**src/hdl/quaternion_product_normalized_unit_assert.svh**
```systemverilog
// ----------------------------------------------------------------------------
// Assertion macros for the normalized quaternion product unit
// Same-cycle and next-cycle implication checks on clk, disabled while rst_n is low.
// ----------------------------------------------------------------------------
`ifndef QUATERNION_PRODUCT_NORMALIZED_UNIT_ASSERT_SVH
`define QUATERNION_PRODUCT_NORMALIZED_UNIT_ASSERT_SVH

// Same-cycle implication check.
`define QPN_ASSERT_IMP(lbl, ante, cons, msg) \
    lbl: assert property (@(posedge clk) disable iff (!rst_n) (ante) |-> (cons)) \
        else $error(msg);

// Next-cycle implication check.
`define QPN_ASSERT_NXT(lbl, ante, cons, msg) \
    lbl: assert property (@(posedge clk) disable iff (!rst_n) (ante) |=> (cons)) \
        else $error(msg);

`endif

```
**src/hdl/qpn_divide.sv**
```systemverilog
// ----------------------------------------------------------------------------
// qpn_divide
// Pipelined restoring divider, one quotient bit per stage.
// ----------------------------------------------------------------------------
module qpn_divide #(
    parameter int NUMW = 47,
    parameter int DENW = 31,
    parameter int QOW  = 16
) (
    input  logic            clk,
    input  logic            en,
    input  logic [NUMW-1:0] num_in,
    input  logic [DENW-1:0] den_in,
    output logic [QOW-1:0]  quo_out
);

    logic [NUMW-1:0] num_reg [QOW];
    logic [DENW-1:0] den_reg [QOW];
    logic [QOW-1:0]  quo_reg [QOW];

    for (genvar k = 0; k < QOW; k++)
    begin : g_stage
        logic [NUMW-1:0] num_p;
        logic [DENW-1:0] den_p;
        logic [QOW-1:0]  quo_p;
        logic [NUMW-1:0] sh;
        logic            ge;

        if (k == 0)
        begin : g_first
            assign num_p = num_in;
            assign den_p = den_in;
            assign quo_p = '0;
        end
        else
        begin : g_rest
            assign num_p = num_reg[k-1];
            assign den_p = den_reg[k-1];
            assign quo_p = quo_reg[k-1];
        end

        // trial subtract of the divisor aligned to this quotient bit
        assign sh = NUMW'(den_p) << (QOW - 1 - k);
        assign ge = (num_p >= sh);

        always_ff @(posedge clk)
        begin
            if (en)
            begin
                num_reg[k] <= ge ? (num_p - sh) : num_p;
                den_reg[k] <= den_p;
                quo_reg[k] <= {quo_p[QOW-2:0], ge};
            end
        end
    end

    assign quo_out = quo_reg[QOW-1];

endmodule

```
**config.mk**
```make
export PLATFORM = sky130hd
export DESIGN_NAME = qpn_divide
export DESIGN_NICKNAME = d
export VERILOG_FILES = /design/src/hdl/quaternion_product_normalized_unit_assert.svh /design/src/hdl/qpn_divide.sv
export SDC_FILE = /design/constraint.sdc
export NUM_CORES = 2
export LEC_CHECK = 0
export ABC_AREA = 1
export BUFFER_PORTS_ARGS = -buffer_cell sky130_fd_sc_hd__buf_2
export CORE_UTILIZATION = 40
export CTS_CLUSTER_DIAMETER = 120
export DETAILED_ROUTE_END_ITERATION = 12
export RECOVER_POWER = 50
export SLEW_MARGIN = 20
export SYNTH_ARGS = -nofsm -noshare
export SYNTH_HDL_FRONTEND = slang
export SYNTH_SLANG_ARGS = --single-unit
```
**constraint.sdc**
```tcl
create_clock -name clk -period 5.08 [get_ports clk]
set_input_delay 0.254 -clock clk [delete_from_list [all_inputs] [get_ports clk]]
set_output_delay 0.254 -clock clk [all_outputs]
set_load 0.005 [all_outputs]
```
==> impl_results.md <==
- Synth warn: 0
- RR Endpoint: num_reg[0][338]$_DFFE_PP_
- Final net count: 13.7k
- Required @ worst endpoint: 5.52 ns
- Peak supply drop: 0.326 mV
- Reg clk slew, reported paths: 0.06 ns
- Worst-path cell chain: dlygate4sd3_1 > clkbuf_2 > clkbuf_2
- P per Cell Area: 543 nW/um^2
- Most common cell after layout, fill and taps aside: nand2_1
- TritonCTS clock tree: built
- Achievable clock frequency: 259 MHz
- Reg-to-reg startpoint: den_reg[6][22]$_DFFE_PP_
- Startpoint types: primary input
- CTS Buf Count: 153
- Synthesized net count: 13.4k
- Worst path most repeated cell: clkbuf_2
- Final ANT Viol Nets: 0
- Die Y: 482 um
- Final count of pins violating max slew: 192
- CP max stage delay: 1.96 ns
- R2r setup slk: 1.66 ns
- Status: finished, violations left
- CP Capture Type: flop
- EDFF count, synth: 1,306
- Bufs and invs on worst path: 3
- Layout cells sized above 1: 0.0392
- Vias: 80.3k
- Vias in the first global route: 74.8k
- Worst-path maximum fanout: 80
- First-pass GRT wire length: 474,000 um
- Sequential area share after synthesis: 0.425
- Resize count post-CTS: 0
- Post-CTS Setup Bufs: 0
- Area leader, netlist: edfxtp_1
- Vias per inst: 4.95
- Max FFs per register: 705
- Static Leak: 51.2 nW
- Failing checks: max-capacitance violations, max-slew violations
- Worst Setup Slack post-DPL: 1.64 ns
- DRC viols: 0
- GPL Wtd Cong: 1.00
- Area Overhead vs Synth: 10.6%
- Critical path type: in -> reg
- Drt total wl: 323,000 um
- Setup tns final: 0 ns
- Yosys top cell area share: 0.425
- Drt first pass iters: 9
- Period utilization: 0.761
- Port bufs: 95
- CTS root buffer: clkbuf_16
- Core area: 230,000 um^2
- CTS sink cnt: 1,306
- IO Pins: 96
- Clk buf depth: 3
- CP top delay family: buffers and inverters
- H-Tree Level Count: 4
- Final Hold Viols: 0
- DRT iter0 DRCs: 7,393
- FP Rows: 176
- Worst hold margin: 0.127 ns
- Slew @ Worst Pin: 2.93 ns
- Crit path DAT: 4.31 ns
- Die ar.: 233,000 um^2
- Most common flop cell mapped by yosys: edfxtp_1
- Slowest cell on the critical path: clkbuf_2
- Initial antenna violation count: 6
- R2R cell count: 14
- Critical Path Sink: quo_reg[2][17]$_DFFE_PP_
- Distinct cell type count after synthesis: 49
- Crit path from: en
- Highest-count cells in the layout ignoring fill and taps: nand2_1, inv_1, edfxtp_1
- GRT Util Overall: 0.274
- Mean routed wirelength per cell: 19.9 um
- Hpwl dp: 266,000 um
- Synth async-reset ratio: 0
- # setup viols final: 0
- Fin crit period: 3.87 ns
- Synth top area cells: edfxtp_1, nand2_1, inv_1
- Max-cap viol count: 4
- FF+latch count, synth: 1,306
- Total Power: 55.5 mW
- Avg Cell Area, Syn: 7.21 um^2
- Gr ovfl total: 0
- Synthesized cell area: 92,300 um^2
- Hold crit path type: in -> reg
- Worst-Skew Late Latency: 0.85 ns
- Rel. slew slack: -0.956
- Crit path setup slack, layout: 1.21 ns
- Unrepaired setup endpoints after global routing: no
- Starting Density: 0.402
- Post-Synthesis Cells: 12.8k
- Fin Clk Skew: 0.0648 ns
- Horiz. Die Dim: 482 um
- Largest net degree at the start of global routing: 165
- CP Depth: 3
## kinds of logic (layout without fill, tap and decap cells)
kind of cell | after synthesis | in the layout | share of synthesized area
AOI/OAI and AO/OA | 646 | 646 | 0.0390
other | 0 | 8 | 0
adders and majority gates | 511 | 511 | 0.0705
xor gates and xnor gates | 266 | 266 | 0.0252
buffers and inverters | 2656 | 3047 | 0.113
DFF | 1306 | 1306 | 0.425
and+or+nand+nor | 7427 | 7427 | 0.327
## area by class of cell
cell class / instances / area (um^2)
fill: 23800 / 128000
clock buffer: 185 / 3970
tap: 3026 / 3790
clock inverter: 97 / 1300
multi-input combinational: 8850 / 42700
inverter: 2558 / 9610
antenna: 8 / 20.0
timing repair buffer: 207 / 1530
sequential: 1306 / 39200
## how the worst min path moves through the flow
stage,to,depth (start not counted),start,slack (ns)
after floorplan,den_reg[0][0]$_DFFE_PP_,0,den_in[0],0.35
after global placement,quo_reg[6][12]$_DFFE_PP_,0,quo_reg[5][27]$_DFFE_PP_,0.40
after detailed placement,quo_reg[4][8]$_DFFE_PP_,0,quo_reg[3][23]$_DFFE_PP_,0.40
after CTS,num_reg[0][3]$_DFFE_PP_,2,num_in[3],0.07
after global routing,num_reg[0][4]$_DFFE_PP_,2,num_in[4],0.09
final,num_reg[0][4]$_DFFE_PP_,2,num_in[4],0.13
## synthesized netlist by cell type (81+ instances only)
library cell,number
a21oi_1,409
edfxtp_1,1306
ha_1,496
inv_1,2521
nand2_1,5191
nand3_1,699
nand3b_1,81
nand4_1,160
nor2_1,1010
nor3_1,103
o21ai_0,114
xor2_1,243
## stage by stage
step,cell area [um^2],util,std cells
global placement,96100,0.418,15900
floorplan,92300,-,12800
global route,102000,0.445,16200
finish,102000,0.445,16200
detailed placement,96100,0.418,15900
CTS,102000,0.445,16200
## metal layers
layer / wire [um] / global-route usage
met2: 154000 / 0.468
met5: 10 / 0
met3: 18300 / 0.0312
met4: 13400 / 0.105
met1: 137000 / 0.354
## report_power, final
part / switching, mW / internal [mW] / leakage, nW / total (mW)
Combinational: 17.8 / 8.14 / 36.1 / 26.0
Sequential: 2.64 / 15.3 / 12.6 / 17.9
Clock: 4.86 / 6.66 / 2.52 / 11.5
## timing repair
action	in CTS	in global routing
hold endpoints to repair	133	0
hold buffers	79	0
setup endpoints to repair	0	0
No activity file was read; power rests on OpenSTA's default activity.
