`src/hdl/quaternion_product_normalized_unit_assert.svh`:
```
// ----------------------------------------------------------------------------
// Assertion macros for the normalized quaternion product unit
// Same-cycle and next-cycle implication checks on clk, disabled while rst_n is low.
// ----------------------------------------------------------------------------
`ifndef QUATERNION_PRODUCT_NORMALIZED_UNIT_ASSERT_SVH
`define QUATERNION_PRODUCT_NORMALIZED_UNIT_ASSERT_SVH

// Same-cycle implication check.
`define QPN_ASSERT_IMP(lbl, ante, cons, msg) \
    lbl: assert property (@(posedge clk) disable iff (!rst_n) (ante) |-> (cons)) \
        else $error(msg);

// Next-cycle implication check.
`define QPN_ASSERT_NXT(lbl, ante, cons, msg) \
    lbl: assert property (@(posedge clk) disable iff (!rst_n) (ante) |=> (cons)) \
        else $error(msg);

`endif

```
`src/hdl/qpn_isqrt.sv`:
```
// ----------------------------------------------------------------------------
// qpn_isqrt
// Pipelined integer square root, one result bit per stage.
// ----------------------------------------------------------------------------
module qpn_isqrt #(
    parameter int DW = 30
) (
    input  logic            clk,
    input  logic            en,
    input  logic [2*DW-1:0] n_in,
    output logic [DW-1:0]   root_out
);

    localparam int RMW = DW + 3;

    logic [RMW-1:0]  rem_reg  [DW];
    logic [DW-1:0]   root_reg [DW];
    logic [2*DW-1:0] n_reg    [DW];

    for (genvar k = 0; k < DW; k++)
    begin : g_stage
        logic [RMW-1:0]  rem_p;
        logic [DW-1:0]   root_p;
        logic [2*DW-1:0] n_p;
        logic [RMW-1:0]  rem_sh;
        logic [RMW-1:0]  trial;
        logic            ge;

        if (k == 0)
        begin : g_first
            assign rem_p  = '0;
            assign root_p = '0;
            assign n_p    = n_in;
        end
        else
        begin : g_rest
            assign rem_p  = rem_reg[k-1];
            assign root_p = root_reg[k-1];
            assign n_p    = n_reg[k-1];
        end

        assign rem_sh = {rem_p[DW:0], n_p[2*DW-1 -: 2]};
        assign trial  = {1'b0, root_p, 2'b01};
        assign ge     = (rem_sh >= trial);

        always_ff @(posedge clk)
        begin
            if (en)
            begin
                rem_reg[k]  <= ge ? (rem_sh - trial) : rem_sh;
                root_reg[k] <= {root_p[DW-2:0], ge};
                n_reg[k]    <= n_p << 2;
            end
        end
    end

    assign root_out = root_reg[DW-1];

endmodule

```
`config.mk`:
```
export PLATFORM = sky130hd
export DESIGN_NAME = qpn_isqrt
export DESIGN_NICKNAME = d
export VERILOG_FILES = /design/src/hdl/quaternion_product_normalized_unit_assert.svh /design/src/hdl/qpn_isqrt.sv
export SDC_FILE = /design/constraint.sdc
export NUM_CORES = 2
export LEC_CHECK = 0
export BUFFER_PORTS_ARGS = -buffer_cell sky130_fd_sc_hd__buf_2
export CAP_MARGIN = 20
export CORE_MARGIN = 1.5
export CORE_UTILIZATION = 62
export CTS_CLUSTER_DIAMETER = 60
export DETAILED_ROUTE_END_ITERATION = 10
export PLACE_DENSITY = 0.78
export REMOVE_ABC_BUFFERS = 1
export SETUP_SLACK_MARGIN = 0.05
export SLEW_MARGIN = 20
export SYNTH_ARGS = -nofsm -noshare
export SYNTH_HDL_FRONTEND = slang
export SYNTH_SLANG_ARGS = --single-unit
```
`constraint.sdc`:
```
create_clock -name clk -period 6.38 [get_ports clk]
set_input_delay 0.319 -clock clk [delete_from_list [all_inputs] [get_ports clk]]
set_output_delay 0.319 -clock clk [all_outputs]
set_load 0.05 [all_outputs]
```
==> results.md <==
- Routability-driven placement finished with a final weighted congestion of 0.947.
- The start point of the worst min-delay path is n_in[49].
- The starting utilization of the core area is 0.625.
- The number of antenna repair diodes is 0.
- The end of the worst hold path is n_reg[0][49]$_DFFE_PP_.
- The number of flip-flops under the largest register name is a little under 900.
- The floorplan die height is 408 um.
- The detail-routed via count per cell is about 5.9.
- The post-detailed-route DRC marker count is 2.
- The kind of cell with the highest combined delay along the critical path is compound AO/OA/AOI/OAI gates.
- The prevailing post-synth register cell is edfxtp_1.
- The buffering stage count on the worst path with inverters included is 1.
- By area the synthesized netlist is led by edfxtp_1 65%, ha_1 6.1%, xnor2_1 3.1%.
- The largest net degree at the start of global routing is 195.
- The flow ran to the end, but the final reports show violations.
- The horizontal die dimension is 408 um.
- The most prevalent standard cell on the critical path is a211oi_1.
- The later-pin clock latency in the skew report is ~0.87 ns.
- The critical path is of the flop to flop type.
- The post-detailed-route wirelength per cell is approximately 19 um.
- The number of fill cells is 11200.
- The initialized floorplan defines 148 standard-cell rows.
- CTS placed an instance of clkbuf_16 at the clock tree root.
- In this run the worst path has a maximum fanout of between 40 and 50.
- The count of buffers added on input and output ports is 91.
- The final HPWL from detailed placement is 141000 um.
- The number of cells on the worst reg-to-reg path is 10.
- In this run the static leakage power is 43.1 nW.
- The clock-pin transition on the worst setup and hold timing paths is about 0.060 ns.
- Setup repair after global routing left no endpoint under its margin.
- On the final layout, the worst clock skew is 0.0337 ns.
- Adding up every negative setup slack in the final design gives 0 ns.
- Counting flops with an async set or reset pin after synthesis yields a share of 0.
- The beginning of the worst register-to-register path is rem_reg[25][3]$_DFFE_PP_.
- The largest single stage delay on the critical path is between 0.8 and 0.9 ns.
- The number of endpoints with negative hold slack in the final report was 0.
- The share of post-route cells with drive strength above 1 is 0.0757.
- Of the synthesized area, sequential elements account for 0.646.
- The Yosys step of the flow raised 0 warnings.
- Power spread over the standard cell area amounts to 358 nW/um2.
- Synthesis instantiated 90 different standard cells from the library.
- The number of iterations in the first detailed-routing pass is 11.
- Synthesis produced around 7900 cells.
- Dividing the final minimum period by the clock period gives 0.708.
- The die covers 167000 um2.
- The slew at the pin closest to its max-slew limit is 1.12 ns.
- The synthesized area per cell is 12.9 um2.
- The register bit total from synthesis is 2191.
- Summing all flip-flop and latch instances after layout gives 65800 um2.
- The tightest hold path in the finished design has a slack of about 0.16 ns.
- The first routing iteration left 6039 violations.
- The final worst setup slack is between 1.5 and 2 ns.
- Detailed routing inserted a total of a little over 60000 vias.
- The number of clock buffers added by TritonCTS is roughly 220.
- The number of global-route vias before repair is around 60000.
- The routed design has 202000 um of wire.
- The first global-routing pass estimated 320000 um of wire.
- In the synthesized netlist, the cells that appear most often are 2191 x edfxtp_1, 625 x inv_1, 580 x nand2_1.
- Data on the critical path is required at its endpoint by around 7 ns.
- The worst setup path is captured at a flop.
- The initial antenna violation count was 1.
- The number of slew-limit violations in the final report is 0.
- The total global routing track utilization is 0.241.
- The checks that failed: DRC.
- STA classifies the critical path startpoint as a flop.
- The area of the mapped netlist is about 100000 um2.
- The tool flagged a number of max-cap violations equal to 0.
- Setup violations remaining at the end of the flow were counted as 0.
- The synthesized design contains 2191 enable-type register cells.
- Of the post-synthesis cell area, the dominant cell type holds 0.646.
- 92 I/O pins were placed.
- The clock tree from TritonCTS is done.
- The library cell with the highest instance count after synthesis is edfxtp_1.
- The routed design could run at a clock period as short as 4.52 ns.
- In this run the standard cell core region covers around 160000 um2.
- The largest total area in the synthesized netlist belongs to edfxtp_1.
- The post-synthesis to final-layout area growth is 10.8%.
- In this run the critical register-to-register path is captured at rem_reg[26][9]$_DFFE_PP_.
- The H-tree generated during clock tree synthesis spans 4 levels.
- Along the worst hold path, the cell count comes to 2.
- The critical path goes through ha_1 -> a211oi_1 -> o21ai_0 -> o211ai_1 -> a21oi_1 -> nand2b_1 -> a211o_1 -> a211oi_1 -> inv_2 -> mux2_2.
- The slowest stage of the critical path is the a211oi_1 cell.
- For the worst setup path, the data arrival time is 5.11 ns.
- The peak clock frequency supported by timing is roughly 220 MHz.
- Prior to clock tree synthesis, the placed netlist has a worst setup slack of 1.85 ns.
- The leftover overflow at the end of global routing is 0.
- The number of nets in the layout is 8698.
- The buffer levels on the longest clock path is 3.
- The slack of the worst reg-to-reg path is between 1.5 and 2 ns.
- The class of the tightest hold or removal check is input pin to flop.
- The sink count of the clock tree is 2191.
- IR analysis of the VDD net gives a maximum drop of 0.344 mV.
- In this run the tightest slew margin relative to its limit is 0.257.
- In this run the remaining antenna-violating nets after routing total 0.
- The combined area of the multi-input logic cells is 33200 um2.
## stage by stage
step           instances  power, mW   util  instance area (um2)
2_1_floorplan       7719       25.2      -               101000
3_3_place_gp       10000       27.5  0.644               105000
3_5_place_dp       10000       27.7  0.644               105000
4_1_cts            10500       40.6  0.692               113000
5_1_grt            10500       42.2  0.692               113000
6_report           10500       40.3  0.692               113000
## layer usage
| metal | wire, um | global-route usage | vias to the layer above |
|---|---|---|---|
| met2 | 101000 | 0.412 | 1849 |
| met4 | 6430 | 0.0846 | 0 |
| li1 | - | - | 29700 |
| met3 | 10500 | 0.0331 | 408 |
| met1 | 84100 | 0.319 | 29700 |
| met5 | 0 | 0 | - |
## power by group
| group | internal (mW) | switching, mW | total [mW] |
|---|---|---|---|
| Sequential | 18.2 | 1.20 | 19.4 |
| Clock | 7.19 | 5.57 | 12.8 |
| Combinational | 3.40 | 4.78 | 8.18 |
| Total | 28.8 | 11.6 | 40.3 |
## cell type report
class / count / area share
Inverter: 627 / 0.0209
Timing Repair Buffer: 201 / 0.0139
Multi-Input combinational cell: 4901 / 0.294
Tap cell: 2175 / 0.0241
Sequential cell: 2191 / 0.583
Clock buffer: 236 / 0.0492
Clock inverter: 168 / 0.0147
## placed cells by master (no fill, tap or decap), types with 28 or more instances in the layout
master	n
o211ai_1	33
xor2_1	350
ha_1	496
mux2_2	72
a21oi_1	463
or3_1	73
clkinv_1	50
o31ai_1	49
buf_2	90
a21o_1	184
clkbuf_16	219
clkinv_2	48
inv_1	625
and3_1	32
nand3_1	132
nor2_1	499
or4_1	58
nand2_1	580
edfxtp_1	2191
nand4_1	91
nor4_1	93
o21bai_1	47
o21a_1	98
dlygate4sd3_1	62
a211oi_1	40
nand2b_1	92
nor3_1	194
buf_4	39
xnor2_1	356
a31oi_1	44
o21ai_0	419
nor2b_1	60
or2_2	28
## cells by family after synthesis
group,synth area share
muxes,0.00875
other,0.0000368
buffers and inverters,0.0291
DFF,0.646
and+or+nand+nor,0.0985
xor gates and xnor gates,0.0607
AOI/OAI and AO/OA,0.0958
adders and majority gates,0.0610
## repair_timing
| action | 4_1_cts | 5_1_grt |
|---|---|---|
| gates resized for setup | 0 | 0 |
| endpoints found under the hold margin | 73 | 0 |
| setup buffers | 0 | 0 |
| hold buffers | 62 | 0 |
| endpoints found under the setup margin | 0 | 0 |
## worst max-delay path by stage
stage	startpoint	to	slack [ns]	depth (start not counted)
final	rem_reg[25][3]$_DFFE_PP_	rem_reg[26][9]$_DFFE_PP_	1.86	10
after global routing	rem_reg[25][3]$_DFFE_PP_	rem_reg[26][6]$_DFFE_PP_	1.51	10
after detailed placement	rem_reg[24][1]$_DFFE_PP_	rem_reg[25][12]$_DFFE_PP_	1.85	10
after CTS	rem_reg[24][1]$_DFFE_PP_	rem_reg[25][12]$_DFFE_PP_	1.80	10
after global placement	rem_reg[24][1]$_DFFE_PP_	rem_reg[25][4]$_DFFE_PP_	1.94	10
after floorplan	rem_reg[12][0]$_DFFE_PP_	rem_reg[13][24]$_DFFE_PP_	0.21	9
## worst reg2reg max path: stages (launching register included)
cell and delay [ns]:
edfxtp_1 0.40, ha_1 0.38, a211oi_1 0.34, o21ai_0 0.21, o211ai_1 0.29, a21oi_1 0.15
nand2b_1 0.23, a211o_1 0.41, a211oi_1 0.81, inv_2 0.59, mux2_2 0.45
(Power assumes the default switching activity.)
